==> src/hw/rtl/utt_pkg.sv <==
// Shared types, constants and helpers for the UTF-16LE to UTF-8 transcoder.
// No dependencies; used by utt_decode, utt_outbuf and the top level.
package utt_pkg;

	localparam longint unsigned MAX_STRING_BYTES = 64'd65536;

	// Offsets saturate at the smaller of MAX_STRING_BYTES - 1 and 0xFFFF
	localparam logic [15:0] POS_LIMIT = (MAX_STRING_BYTES - 64'd1 > 64'd65535) ?
		16'hFFFF : 16'(MAX_STRING_BYTES - 64'd1);

	localparam logic [5:0]  SURR_HIGH_TAG = 6'b110110; // 0xD800..0xDBFF
	localparam logic [5:0]  SURR_LOW_TAG  = 6'b110111; // 0xDC00..0xDFFF
	localparam logic [20:0] SUPP_BASE     = 21'h10000;

	typedef enum logic [2:0] {
		ST_OK       = 3'd0,
		ST_ODD      = 3'd1,
		ST_LONE_LOW = 3'd2,
		ST_HIGH_END = 3'd3,
		ST_NO_LOW   = 3'd4
	} status_t;

	typedef struct packed {
		logic [3:0][7:0] bytes;
		logic [2:0]      n;
	} utf8_t;

	// Everything one input word produces: up to four bytes and an optional status
	typedef struct packed {
		logic [3:0][7:0] bytes;
		logic [2:0]      nbytes;
		logic            has_status;
		status_t         code;
		logic [15:0]     offset;
	} result_t;

	function automatic utf8_t utf8_encode(input logic [20:0] cp);
		utf8_t r;
		r.bytes = '0;
		if (cp < 21'h80) begin
			r.bytes[0] = cp[7:0];
			r.n = 3'd1;
		end else if (cp < 21'h800) begin
			r.bytes[0] = {3'b110, cp[10:6]};
			r.bytes[1] = {2'b10, cp[5:0]};
			r.n = 3'd2;
		end else if (cp < SUPP_BASE) begin
			r.bytes[0] = {4'b1110, cp[15:12]};
			r.bytes[1] = {2'b10, cp[11:6]};
			r.bytes[2] = {2'b10, cp[5:0]};
			r.n = 3'd3;
		end else begin
			r.bytes[0] = {5'b11110, cp[20:18]};
			r.bytes[1] = {2'b10, cp[17:12]};
			r.bytes[2] = {2'b10, cp[11:6]};
			r.bytes[3] = {2'b10, cp[5:0]};
			r.n = 3'd4;
		end
		return r;
	endfunction

endpackage

==> src/hw/rtl/utt_decode.sv <==
// String state and per-word decode: unit assembly, surrogate pairing, error latch.
// Depends on utt_pkg. Produces the result of the current word combinationally.
module utt_decode (
	input  logic              clk,
	input  logic              arst_n,
	input  logic              accept,
	input  logic [7:0]        in_byte,
	input  logic              last_of_string,
	output utt_pkg::result_t  res
);

	logic [15:0]      pos_q;
	logic [7:0]       held_q;
	logic             half_q;
	logic [15:0]      unit_off_q;
	logic             pend_q;
	logic [9:0]       hb_q;
	logic [15:0]      pend_off_q;
	logic             err_q;
	utt_pkg::status_t err_code_q;
	logic [15:0]      err_off_q;

	logic [15:0]      pos_d;
	logic             half_d;
	logic             pend_d;
	logic [9:0]       hb_d;
	logic [15:0]      pend_off_d;
	logic             err_d;
	utt_pkg::status_t err_code_d;
	logic [15:0]      err_off_d;
	logic [15:0]      unit;
	logic             is_low;
	logic             is_high;
	logic [20:0]      cp;
	utt_pkg::utf8_t   enc;

	assign unit    = {in_byte, held_q};
	assign is_low  = unit[15:10] == utt_pkg::SURR_LOW_TAG;
	assign is_high = unit[15:10] == utt_pkg::SURR_HIGH_TAG;

	always_comb begin
		pos_d      = (pos_q < utt_pkg::POS_LIMIT) ? pos_q + 16'd1 : pos_q;
		half_d     = !half_q;
		pend_d     = pend_q;
		hb_d       = hb_q;
		pend_off_d = pend_off_q;
		err_d      = err_q;
		err_code_d = err_code_q;
		err_off_d  = err_off_q;
		cp         = pend_q ? utt_pkg::SUPP_BASE + 21'({hb_q, unit[9:0]}) : 21'(unit);
		enc        = utt_pkg::utf8_encode(cp);
		res        = '0;
		res.code   = utt_pkg::ST_OK;

		if (half_q && !err_q) begin
			priority if (pend_q) begin
				if (is_low) begin
					pend_d     = 1'b0;
					res.bytes  = enc.bytes;
					res.nbytes = enc.n;
				end else begin
					err_d      = 1'b1;
					err_code_d = utt_pkg::ST_NO_LOW;
					err_off_d  = pend_off_q;
				end
			end else if (is_low) begin
				err_d      = 1'b1;
				err_code_d = utt_pkg::ST_LONE_LOW;
				err_off_d  = unit_off_q;
			end else if (is_high) begin
				pend_d     = 1'b1;
				hb_d       = unit[9:0];
				pend_off_d = unit_off_q;
			end else begin
				res.bytes  = enc.bytes;
				res.nbytes = enc.n;
			end
		end

		if (last_of_string) begin
			res.has_status = 1'b1;
			priority if (half_d) begin
				res.code   = utt_pkg::ST_ODD;
				res.offset = pos_q;
			end else if (err_d) begin
				res.code   = err_code_d;
				res.offset = err_off_d;
			end else if (pend_d) begin
				res.code   = utt_pkg::ST_HIGH_END;
				res.offset = pend_off_d;
			end else begin
				res.code   = utt_pkg::ST_OK;
				res.offset = 16'd0;
			end
		end
	end

	always_ff @(posedge clk or negedge arst_n) begin
		if (!arst_n) begin
			pos_q      <= '0;
			held_q     <= '0;
			half_q     <= 1'b0;
			unit_off_q <= '0;
			pend_q     <= 1'b0;
			hb_q       <= '0;
			pend_off_q <= '0;
			err_q      <= 1'b0;
			err_code_q <= utt_pkg::ST_OK;
			err_off_q  <= '0;
		end else if (accept) begin
			if (last_of_string) begin
				// string closed: back to the idle state for the next one
				pos_q      <= '0;
				held_q     <= '0;
				half_q     <= 1'b0;
				unit_off_q <= '0;
				pend_q     <= 1'b0;
				hb_q       <= '0;
				pend_off_q <= '0;
				err_q      <= 1'b0;
				err_code_q <= utt_pkg::ST_OK;
				err_off_q  <= '0;
			end else begin
				pos_q      <= pos_d;
				half_q     <= half_d;
				pend_q     <= pend_d;
				hb_q       <= hb_d;
				pend_off_q <= pend_off_d;
				err_q      <= err_d;
				err_code_q <= err_code_d;
				err_off_q  <= err_off_d;
				if (!half_q) begin
					held_q     <= in_byte;
					unit_off_q <= pos_q;
				end
			end
		end
	end

endmodule

==> src/hw/rtl/utt_outbuf.sv <==
// Result register and serialiser: holds one word's bytes and status and hands
// them out one per cycle while out_ready is high. Depends on utt_pkg.
module utt_outbuf (
	input  logic              clk,
	input  logic              arst_n,
	input  logic              in_valid,
	output logic              in_ready,
	input  utt_pkg::result_t  res,
	output logic              out_valid,
	input  logic              out_ready,
	output logic [7:0]        out_byte,
	output logic              is_status,
	output logic [2:0]        status_code,
	output logic [15:0]       error_offset,
	output logic              last
);

	utt_pkg::result_t res_q;
	logic [2:0]       idx_q;
	logic [2:0]       cnt_q;
	logic             load;
	logic             pop;
	logic             final_item;
	logic             byte_item;

	assign out_valid  = idx_q != cnt_q;
	assign final_item = (idx_q + 3'd1) == cnt_q;
	assign pop        = out_valid && out_ready;
	assign in_ready   = !out_valid || (out_ready && final_item);
	assign load       = in_valid && in_ready;

	assign byte_item    = idx_q < res_q.nbytes;
	assign out_byte     = byte_item ? res_q.bytes[idx_q[1:0]] : 8'd0;
	assign is_status    = !byte_item;
	assign last         = !byte_item;
	assign status_code  = byte_item ? 3'(utt_pkg::ST_OK) : 3'(res_q.code);
	assign error_offset = byte_item ? 16'd0 : res_q.offset;

	always_ff @(posedge clk) begin
		if (load) begin
			res_q <= res;
		end
	end

	always_ff @(posedge clk or negedge arst_n) begin
		if (!arst_n) begin
			idx_q <= '0;
			cnt_q <= '0;
		end else if (load) begin
			idx_q <= '0;
			cnt_q <= res.nbytes + {2'b00, res.has_status};
		end else if (pop) begin
			idx_q <= idx_q + 3'd1;
		end
	end

	a_cnt_range: assert property (@(posedge clk) disable iff (!arst_n)
		cnt_q <= 3'd5 && idx_q <= cnt_q)
		else $error("item count out of range");

	a_load_restarts: assert property (@(posedge clk) disable iff (!arst_n)
		load |=> idx_q == 3'd0)
		else $error("new word did not restart at its first item");

	a_stall_holds: assert property (@(posedge clk) disable iff (!arst_n)
		out_valid && !out_ready |=> out_valid && $stable(idx_q))
		else $error("item lost under stall");

	a_no_overwrite: assert property (@(posedge clk) disable iff (!arst_n)
		load |-> !out_valid || (pop && final_item))
		else $error("result register overwritten with items pending");

	a_status_closes: assert property (@(posedge clk) disable iff (!arst_n)
		out_valid && is_status |-> final_item)
		else $error("status is not the final item of a word");

endmodule

==> src/hw/rtl/utf16le_to_utf8_transcoder.sv <==
// UTF-16LE to UTF-8 transcoder, top level.
// Depends on utt_pkg, utt_decode and utt_outbuf.
//
// Usage: feed the string one word (byte) per in_valid/in_ready handshake,
// with last_of_string set on its final byte. Each accepted word is decoded
// in the same cycle against the string state and its results (zero to four
// UTF-8 bytes, plus the status word after the final byte) land in a result
// register. The output channel then hands those out one word per cycle
// while out_ready is high: is_status/last mark the closing status, which
// carries status_code and error_offset. Discard the string's bytes if its
// status is not ok. The first result is valid in the cycle after its
// word's acceptance. The single result register drains one word per cycle
// while out_ready is high; the next input is taken in the cycle the last
// pending result leaves. When the receiver stalls, the pending word holds
// and in_ready drops until it is taken.
// Reset (arst_n low) clears the string state and empties the result
// register; any partly received string is dropped.
module utf16le_to_utf8_transcoder (
	input  logic        clk,
	input  logic        arst_n,
	input  logic        in_valid,
	output logic        in_ready,
	input  logic [7:0]  in_byte,
	input  logic        last_of_string,
	output logic        out_valid,
	input  logic        out_ready,
	output logic [7:0]  out_byte,
	output logic        is_status,
	output logic [2:0]  status_code,
	output logic [15:0] error_offset,
	output logic        last
);

	utt_pkg::result_t res;
	logic             accept;

	assign accept = in_valid && in_ready;

	utt_decode u_decode (
		.clk            (clk),
		.arst_n         (arst_n),
		.accept         (accept),
		.in_byte        (in_byte),
		.last_of_string (last_of_string),
		.res            (res)
	);

	utt_outbuf u_outbuf (
		.clk          (clk),
		.arst_n       (arst_n),
		.in_valid     (in_valid),
		.in_ready     (in_ready),
		.res          (res),
		.out_valid    (out_valid),
		.out_ready    (out_ready),
		.out_byte     (out_byte),
		.is_status    (is_status),
		.status_code  (status_code),
		.error_offset (error_offset),
		.last         (last)
	);

endmodule
==> config.mk <==
export PLATFORM = sky130hd
export DESIGN_NAME = utf16le_to_utf8_transcoder
export DESIGN_NICKNAME = d
export VERILOG_FILES = /design/src/hw/rtl/utt_pkg.sv /design/src/hw/rtl/utt_decode.sv /design/src/hw/rtl/utt_outbuf.sv /design/src/hw/rtl/utf16le_to_utf8_transcoder.sv
export SDC_FILE = /design/constraint.sdc
export NUM_CORES = 1
export LEC_CHECK = 0
export ABC_AREA = 1
export BUFFER_PORTS_ARGS = -buffer_cell sky130_fd_sc_hd__buf_2
export CORE_MARGIN = 4
export CORE_UTILIZATION = 25
export DETAILED_ROUTE_END_ITERATION = 16
export GPL_ROUTABILITY_DRIVEN = 0
export PLACE_DENSITY_LB_ADDON = 0.2
export SLEW_MARGIN = 0
export SYNTH_ARGS = -nofsm -noshare
export SYNTH_HDL_FRONTEND = slang
export SYNTH_HIERARCHICAL = 1
export SYNTH_SLANG_ARGS = --single-unit
==> constraint.sdc <==
create_clock -name clk -period 2.9 [get_ports clk]
set_input_delay 0.145 -clock clk [delete_from_list [all_inputs] [get_ports clk]]
set_output_delay 0.145 -clock clk [all_outputs]
set_load 0.01 [all_outputs]
# After elaboration in Yosys (flattened, before gate mapping)
# Index checks and enable logic that the tools add are counted.
dict set report word_totals {
  ff_bits 148
  inputBits 13
  out_inout_bits 31
}
dict set report op_classes {
  addsub 4
  order_cmp 6
  eq_ne 7
  n_mux 61
  n_reduce_logical 17
}
# cell n
set ops {}
lappend ops {{two-way mux 16 bit} 16}
lappend ops {{two-way mux 35 bit} 4}
lappend ops {{two-way mux 19 bit} 3}
lappend ops {{two-way mux 10 bit} 5}
lappend ops {{two-way mux 8 bit} 5}
lappend ops {{two-way mux 3 bit} 9}
lappend ops {{two-way mux 25 bit} 1}
lappend ops {{two-way mux 24 bit} 1}
lappend ops {{adder 17 x 20 -> 21 bit (first input constant)} 1}
lappend ops {{less-than comparator 21 x 12 -> 1 bit (second input constant)} 1}
lappend ops {{less-than comparator 21 x 17 -> 1 bit (second input constant)} 1}
lappend ops {{less-than comparator 21 x 8 -> 1 bit (second input constant)} 1}
lappend ops {{two-way mux 21 bit} 1}
lappend ops {{two-way mux 20 bit} 1}
lappend ops {{two-way mux 18 bit} 1}
lappend ops {{adder 16 x 1 -> 16 bit (second input constant)} 1}
lappend ops {{binary-select mux 8 bit (select 2 bit)} 1}
lappend ops {{less-than comparator 16 bit (second input constant)} 1}
lappend ops {{== test 6 bit (second input constant)} 2}
lappend ops {{two-way mux 1 bit} 12}
lappend ops {{two-way mux 11 bit} 1}
lappend ops {{nonzero test 2 bit} 4}
lappend ops {{!= test 2 bit (second input constant)} 3}
lappend ops {{AND reduction 2 bit} 3}
lappend ops {{10 further kinds} 16}

# Logic depth before layout (Yosys ltp)
# Gate-level depths: netlist of the first run.
dict set report logic_depth {
  depth_word 11
  ltp_mapped 17
}

# By module
# The synthesis of the first run kept the hierarchy.
# mod n_inst cells_each area_per_inst_um2 seq_area_each_um2
set by_module_without_submodules {}
lappend by_module_without_submodules {utt_decode 1 826 5873.1 2202.1}
lappend by_module_without_submodules {utt_outbuf 1 229 2603.7 1771.7}
lappend by_module_without_submodules {utf16le_to_utf8_transcoder 1 2 7.5 0.0}

# Worst setup path before layout of the first run
# Ideal clock, no wire load.
dict set report synth_path {
  kind {register to register}
  startpoint {register u_decode.hb_q[6]}
  endpoint {register u_outbuf.cnt_q[2]}
  setup_time_ns 0.117
  arrival_ns 2.258
  required_time_ns 2.783
  path_slack_ns 0.525
  path_stages_with_launch 16
  path_buffers 1
  period_less_slack_ns 2.375
  cell_sequence {dfrtp_1 ha_1 nand2_1 o21ai_0 nor2_1 nand2_1 nor2_2 nand2_1 buf_2 nand2_2 a21oi_1 ha_1 ha_1 xor2_1 nand3_1 nand2_1}
}
# item line_no
set synth_rtl {}
lappend synth_rtl {{from (decl)} utt_decode.sv:17} ;# logic [9:0] hb_q;
lappend synth_rtl {{from (signal assigned)} utt_decode.sv:105} ;# hb_q <= '0;
lappend synth_rtl {{from (signal assigned)} utt_decode.sv:118} ;# hb_q <= '0;
lappend synth_rtl {{from (signal assigned)} utt_decode.sv:127} ;# hb_q <= hb_d;
lappend synth_rtl {{to (signal assigned)} utt_outbuf.sv:51} ;# cnt_q <= res.nbytes + {2'b00, res.has_status};
lappend synth_rtl {{to (decl)} utt_outbuf.sv:20} ;# logic [2:0] cnt_q;

==> results.py, run 1 <==
metrics = {
    "routing": {
        "drt-initial-drc-count": 518,
        "drc": 0,
        "drt_wl_total_um": 25950,
        "via_count": 7283,
        "wire_per_inst_um": 16.71,
        "ant_nets": 0,
        "via_per_inst": 4.690,
        "drt_pass1_iterations": 5,
    },
    "critical_path": {
        "slowest_stage": "dfrtp_1",
        "cp.arrival_ns": 2.82,
        "path_cells": "ha_1 -> nand2_1 -> o21ai_0 -> nor2_1 -> nand2_1 -> nor2_2 -> nand2_1 -> nand2_2 -> a21oi_1 -> ha_1 -> ha_1 -> xor2_1 -> nand3_1 -> nand2_1",
        "startpoint_type": "flip-flop",
        "endpoint_kind": "flip-flop",
        "crit_path_max_incr_delay_ns": 0.42,
        "required_ns": 3.22,
        "worstSetupPathType": "reg2reg",
        "cp_max_fo": 6,
        "path_common_cell": "nand2_1",
    },
    "timing": {
        "fin_skew_ns": 0.008115,
        "fmaxAchievable_mhz": 400.4,
        "fin_crit_ns": 2.497,
        "tns_ns": 0,
        "max_slew_margin_pct": 49.17,
        "grt_setup_unrepaired": "false",
        "slew_viol_final": 0,
        "setup_viol": 0,
        "setup_slack_ns": 0.4026,
        "holdWs_ns": 0.04188,
        "worst_slew_pin_slew_ns": 0.7606,
        "hold_viol_final": 0,
        "post-route-period-util_pct": 86.12,
    },
    "finish": {
        "nFillCells": 3659,
        "final_net_count": 1112,
        "utilization_pct": 29.04,
        "multi_input_area_um2": 3734,
        "diodes": 0,
        "fin_area_um2": 9737,
        "area_delta_synth_final_pct": 14.76,
        "seq_area_um2": 3975,
        "drive_gt1_share_pct": 14.30,
    },
    "floorplan": {
        "std_cell_rows": 67,
        "start_util_pct": 25.30,
        "die_y_um": 192.2,
        "core_um2": 33530,
        "ios": 44,
        "die_w_um": 192.2,
        "dieArea_um2": 36950,
    },
    "synth": {
        "synth_compound_area_share_pct": 14.54,
        "synth_top_cell_by_area": "dfrtp_1",
        "synth_top_family_by_area": "simple AND/OR/NAND/NOR gates",
        "netlist_top_cells_area": "dfrtp_1, edfxtp_1, nand2_1",
        "yosys.area_share.simple_pct": 27.31,
        "yosysTopAreaCellShare_pct": 27.72,
        "synth_xor_area_share_pct": 0.9143,
        "ys_types": 42,
        "synth_area_um2": 8484,
        "netlist_instances": 1057,
        "ys.warnings.count": 6,
        "synth_fa_ha_area_share_pct": 1.032,
        "synth_mux_area_share_pct": 0,
        "ys_ff_latch": 148,
        "avgSynthCellArea_um2": 8.027,
        "ys_seq_area_share_pct": 46.84,
    },
    "global_route": {
        "gr-total-overflow": 0,
        "antenna_found_initial": 1,
        "grt_pass1_vias": 7089,
        "grt_usage_pct": 14.40,
        "grt_pass1_wl_um": 41750,
        "grt_max_degree": 57,
    },
    "pwr": {
        "p_per_area_nw_per_um2": 979.7,
        "power_leakage_nw": 4.232,
        "max-vdd-ir-drop_v": 0.0004076,
    },
    "clock_network": {
        "cts_root_buf": "clkbuf_16",
        "clkSlewWorstSetupHoldPaths_ns": 0.06,
        "cts_buffer_depth": 2,
        "numClockSinks": 148,
        "cts_setup_buffers": 0,
        "cts_max_level": 4,
        "insertion_delay_ns": 0.42,
        "cts_tree": "done",
        "cts_buffers": 17,
    },
    "status": {
        "outcome": "finished, final reports clean",
    },
    "placement": {
        "dp_hpwl_um": 17780,
        "io_buffers": 43,
        "place_ws_ns": 0.2987,
        "dpl_cell_area_um2": 9183,
    },
    "hold_path": {
        "min_path_type": "in2reg",
    },
    "job": {
        "cap_violations": 0,
    },
}
[routing by layer]
layer  part of all wire (%)  track usage (%)
met5                  0.046                0
met4                    1.1            3.483
met3                    4.0            2.545
met2                     44            21.97
met1                     51            21.18
[worst max-delay path: cells and delay by family, from the launching register on]
kind                     cells  cell delay, ns
AND/OR/NAND/NOR              8            0.96
adder cells (fa/ha/maj)      3            0.68
AO/OA/AOI/OAI                2            0.18
XOR/XNOR                     1            0.15
flip-flops                   1            0.42
[where the power goes]
part	total, mW	internal, mW	switching [mW]
combinational	4.19	1.23	2.97
clock	2.08	1.18	0.900
sequential	3.27	2.86	0.408
total	9.54	5.26	4.27
[cell usage in the layout, fill, tap and decap left out, types with 2 or more instances in the layout]
cell type / instances
o22ai_1: 28
a21oi_1: 45
clkinv_1: 3
clkbuf_16: 17
buf_4: 29
clkbuf_1: 2
nand2_1: 237
inv_2: 7
nand3_1: 88
inv_6: 2
o21ai_0: 80
clkinvlp_4: 2
inv_1: 114
o21ai_1: 2
o31ai_1: 5
nor3_1: 4
nand4_1: 48
ha_1: 7
clkinv_4: 3
xor2_1: 7
nand3_2: 2
nor2_2: 7
dfrtp_1: 93
conb_1: 3
nand2_2: 6
a21oi_2: 17
edfxtp_1: 54
o211ai_1: 2
nand2_4: 7
clkinv_2: 2
nor2_1: 100
a22o_1: 20
nor2_4: 2
inv_4: 2
a21boi_0: 2
buf_2: 42
nand3_4: 2
[cell families (layout without fill, tap and decap cells)]
logic type,Yosys count,in the layout
XOR/XNOR,8,8
buffers and inverters,182,228
flip-flops,148,148
other,1,3
adder cells (fa/ha/maj),7,7
AO/OA/AOI/OAI,204,204
AND/OR/NAND/NOR,507,507
[registers in the layout (all words and copies together) (netlist names), 3 cells and up]
register	cells
u_decode/hb_q	10
u_decode/err_off_q	16
u_decode/pos_q	16
u_decode/unit_off_q	16
u_outbuf/idx_q	3
u_outbuf/res_q	54
u_outbuf/cnt_q	3
u_decode/err_code_q	3
u_decode/pend_off_q	16
u_decode/held_q	8
[final timing paths]
kind / startpoint / to / slack [ns] / cells past startpoint
worst max-delay path: u_decode/hb_q[6] / u_outbuf/cnt_q[2] / 0.40 / 14
worst min-delay path: in_valid / u_outbuf/cnt_q[2] / 0.04 / 3
worst max register to register: u_decode/hb_q[6] / u_outbuf/cnt_q[2] / 0.40 / 14
worst min register to register: u_decode/err_code_q[1] / u_decode/err_code_q[1] / 0.50 / 2
max in group asynchronous: arst_n / u_decode/pend_q / 1.90 / 3
min in group asynchronous: arst_n / u_decode/err_off_q[10] / 0.27 / 2
[area by class of cell]
cell class                      instances  share of cell area (%)
Timing Repair Buffer                   73                   4.703
Multi-Input combinational cell        729                   38.34
Clock inverter                         13                   1.131
Sequential cell                       148                   40.82
Tap cell                              448                   5.757
Clock buffer                           19                   4.446
Inverter                              123                   4.793
[per-stage QoR]
step                cells  total power, mW
floorplan            1059            6.063
global placement     1520            7.534
detailed placement   1520            7.552
CTS                  1553            9.673
global route         1553            10.32
finish               1553            9.539
[Yosys cell counts, drive strengths merged]
cell type and count:
a211oi 1, a21boi 2, a21oi 62, a22o 20
a31oi 1, buf 39, clkbuf 20, conb 1
dfrtp 94, edfxtp 54, ha 7, inv 123
nand2 250, nand3 92, nand3b 1, nand4 49
nor2 110, nor3 5, o211ai 2, o21ai 83
o22ai 28, o31ai 5, xnor2 1, xor2 7
[timing repair]
action	in CTS	in global routing
hold endpoints to repair	38	0
hold buffers	1	0
resized for setup	0	1
setup endpoints to repair	0	1
Note: power is estimated with default switching activity, not from simulation.
==> inputs of run 2 (changes only) <==
ABC_AREA = unset   (was 1)
MAX_ROUTING_LAYER = met4   (was unset)
==> run 2 against run 1 <==
Synthesized area increased by 1.8%. Flip-flop and latch count unchanged. Worst hold slack got worse by 0.0096 ns. Critical path type unchanged.
==> results.py, run 2 <==
metrics = {
    "timing": {
        "tns_ns": 0,
        "post-route-period-util_pct": 90.60,
        "fin_skew_ns": 0.01005,
        "fmaxAchievable_mhz": 380.6,
        "worst_slew_pin_slew_ns": 0.7211,
        "slew_viol_final": 0,
        "hold_viol_final": 0,
        "fin_crit_ns": 2.627,
        "holdWs_ns": 0.03230,
        "setup_viol": 0,
        "max_slew_margin_pct": 51.56,
        "grt_setup_unrepaired": "false",
    },
    "floorplan": {
        "core_um2": 33780,
        "die_w_um": 193.8,
        "die_y_um": 193.8,
        "start_util_pct": 25.56,
        "ios": 44,
        "std_cell_rows": 67,
        "dieArea_um2": 37580,
    },
    "synth": {
        "netlist_instances": 818,
        "yosysTopAreaCellShare_pct": 27.24,
        "avgSynthCellArea_um2": 10.56,
        "ys_types": 75,
        "synth_edf_count": 54,
        "ys.warnings.count": 6,
        "synth_area_um2": 8635,
        "netlist_top_cells_area": "dfrtp_1, edfxtp_1, a22o_1",
        "synth_top_cell_by_area": "dfrtp_1",
        "async_reset_ff_share_pct": 63.51,
        "ys_ff_latch": 148,
        "synth_flop_cell": "dfrtp_1",
        "synth_common_cells": "dfrtp_1, edfxtp_1, inv_1",
        "ys_seq_area_share_pct": 46.02,
        "yosysMostFrequentCell": "dfrtp_1",
    },
    "critical_path": {
        "worstRegToRegCells": 9,
        "r2r-end": "u_outbuf/cnt_q[2]",
        "cp_max_fo": 7,
        "r2r_setup_slack_ns": 0.27,
        "worstSetupPathType": "reg2reg",
        "r2r-start": "u_decode/hb_q[7]",
        "cp-endpoint": "u_outbuf/cnt_q[2]",
        "startpoint_type": "flip-flop",
        "crit_start": "u_decode/hb_q[7]",
        "endpoint_kind": "flip-flop",
        "cp.arrival_ns": 2.94,
        "required_ns": 3.21,
        "slowest_stage": "o41a_1",
        "path_cells": "ha_1 -> o41a_1 -> o21ai_1 -> nand3_2 -> a21oi_1 -> ha_1 -> ha_1 -> xor2_1 -> mux2_4",
        "crit_path_max_incr_delay_ns": 0.45,
        "path_common_cell": "ha_1",
    },
    "pwr": {
        "p_per_area_nw_per_um2": 982.9,
        "max-vdd-ir-drop_v": 0.0006101,
        "power_leakage_nw": 4.139,
    },
    "clock_network": {
        "insertion_delay_ns": 0.43,
        "cts_max_level": 4,
        "cts_setup_buffers": 0,
        "cts_tree": "done",
        "numClockSinks": 148,
        "clkSlewWorstSetupHoldPaths_ns": 0.06,
        "cts_buffer_depth": 2,
        "cts_root_buf": "clkbuf_16",
        "cts_buffers": 17,
    },
    "global_route": {
        "use_met1_pct": 19.50,
        "grt_pass1_wl_um": 42330,
        "top_usage_layer": "met2",
        "use_met2_pct": 22.93,
        "grt_usage_pct": 14.55,
        "grt_pass1_vias": 6943,
        "antenna_found_initial": 0,
        "met3_usage_pct": 2.224,
        "gr-total-overflow": 0,
        "grt_max_degree": 95,
    },
    "hold_path": {
        "min_path_type": "in2reg",
    },
    "routing": {
        "wire_per_inst_um": 19.89,
        "via_count": 6767,
        "ant_nets": 0,
        "drt_pass1_iterations": 5,
        "via_per_inst": 5.115,
        "drt-initial-drc-count": 472,
        "drt_wl_total_um": 26320,
        "drc": 0,
    },
    "finish": {
        "largest_reg_flops": 54,
        "drive_gt1_share_pct": 19.54,
        "layout_commonest_cell": "dfrtp_1",
        "regMostFlops": "u_outbuf/res_q",
        "diodes": 0,
        "final_net_count": 882,
        "mostFrequentLayoutCells": "dfrtp_1, edfxtp_1, inv_1",
        "area_delta_synth_final_pct": 17.42,
        "nFillCells": 3472,
    },
    "job": {
        "cap_violations": 0,
    },
    "placement": {
        "io_buffers": 43,
        "dp_hpwl_um": 17710,
    },
    "status": {
        "outcome": "finished, final reports clean",
    },
}
run 2: cell families after synthesis:
| kind of cell | after synthesis | synth area share, % |
|---|---|---|
| compound gates | 301 | 26.11 |
| simple gates | 185 | 12.03 |
| flops | 148 | 46.02 |
| buf+inv | 118 | 6.274 |
| mux | 38 | 6.231 |
| xor+xnor | 20 | 2.275 |
| fa+ha+maj | 7 | 1.014 |
| other cells | 1 | 0.04343 |
run 2: power by group:
part / internal [mW] / switching (mW) / leakage [nW]
logic: 1.69 / 2.41 / 2.10
registers: 2.98 / 0.463 / 1.73
clock network: 1.52 / 0.906 / 0.315
run 2: worst min-delay path by stage:
stage / from / end / slack [ns] / cells past startpoint
floorplan: arst_n / u_decode/err_code_q[0] / -0.15 / 0
global placement: arst_n / u_decode/pos_q[8] / 0.26 / 2
detailed placement: arst_n / u_decode/pos_q[3] / 0.25 / 2
CTS: in_byte[7] / u_decode/held_q[7] / 0.02 / 2
global route: in_byte[7] / u_decode/held_q[7] / 0.03 / 2
finish: in_byte[7] / u_decode/held_q[7] / 0.03 / 2
run 2: metrics by stage:
step	util, %	cells	total power, mW	instance area, um^2	worst slack, ns
floorplan	-	820	6.051	8642	0.3296
global placement	28.07	1290	7.637	9484	0.3026
detailed placement	28.07	1290	7.647	9484	0.2882
CTS	30.01	1323	10.10	10140	0.06167
global route	30.01	1323	10.63	10140	0.05144
finish	30.01	1323	9.965	10140	0.2725
run 2: cell type report:
type                    count  area [um^2]  area share [%]
multi-input cells         554         4141           40.85
flip-flops and latches    148         3975           39.21
repair buffers             91        630.6           6.220
well taps                 448        560.5           5.529
clock buffers              25        526.8           5.196
inverters                  50        187.7           1.851
clock inverters             7        116.4           1.148
run 2: repair_timing:
| action | 4_1_cts | 5_1_grt |
|---|---|---|
| hold endpoints to repair | 94 | 0 |
| gates resized for setup | 0 | 1 |
| hold buffers | 1 | 0 |
| setup endpoints to repair | 0 | 19 |
run 2: layer usage:
layer  wire, um  up-vias
li1           -     3187
met4        412        0
met3        697       24
met2      12570      125
met1      12640     3431
met5          0        -
run 2: critical path: cells and delay by family, from the launching register on:
kind	cells	cell delay (ns)
compound gates	3	0.92
xor+xnor	1	0.07
fa+ha+maj	3	0.63
flops	1	0.43
mux	1	0.26
simple gates	1	0.20
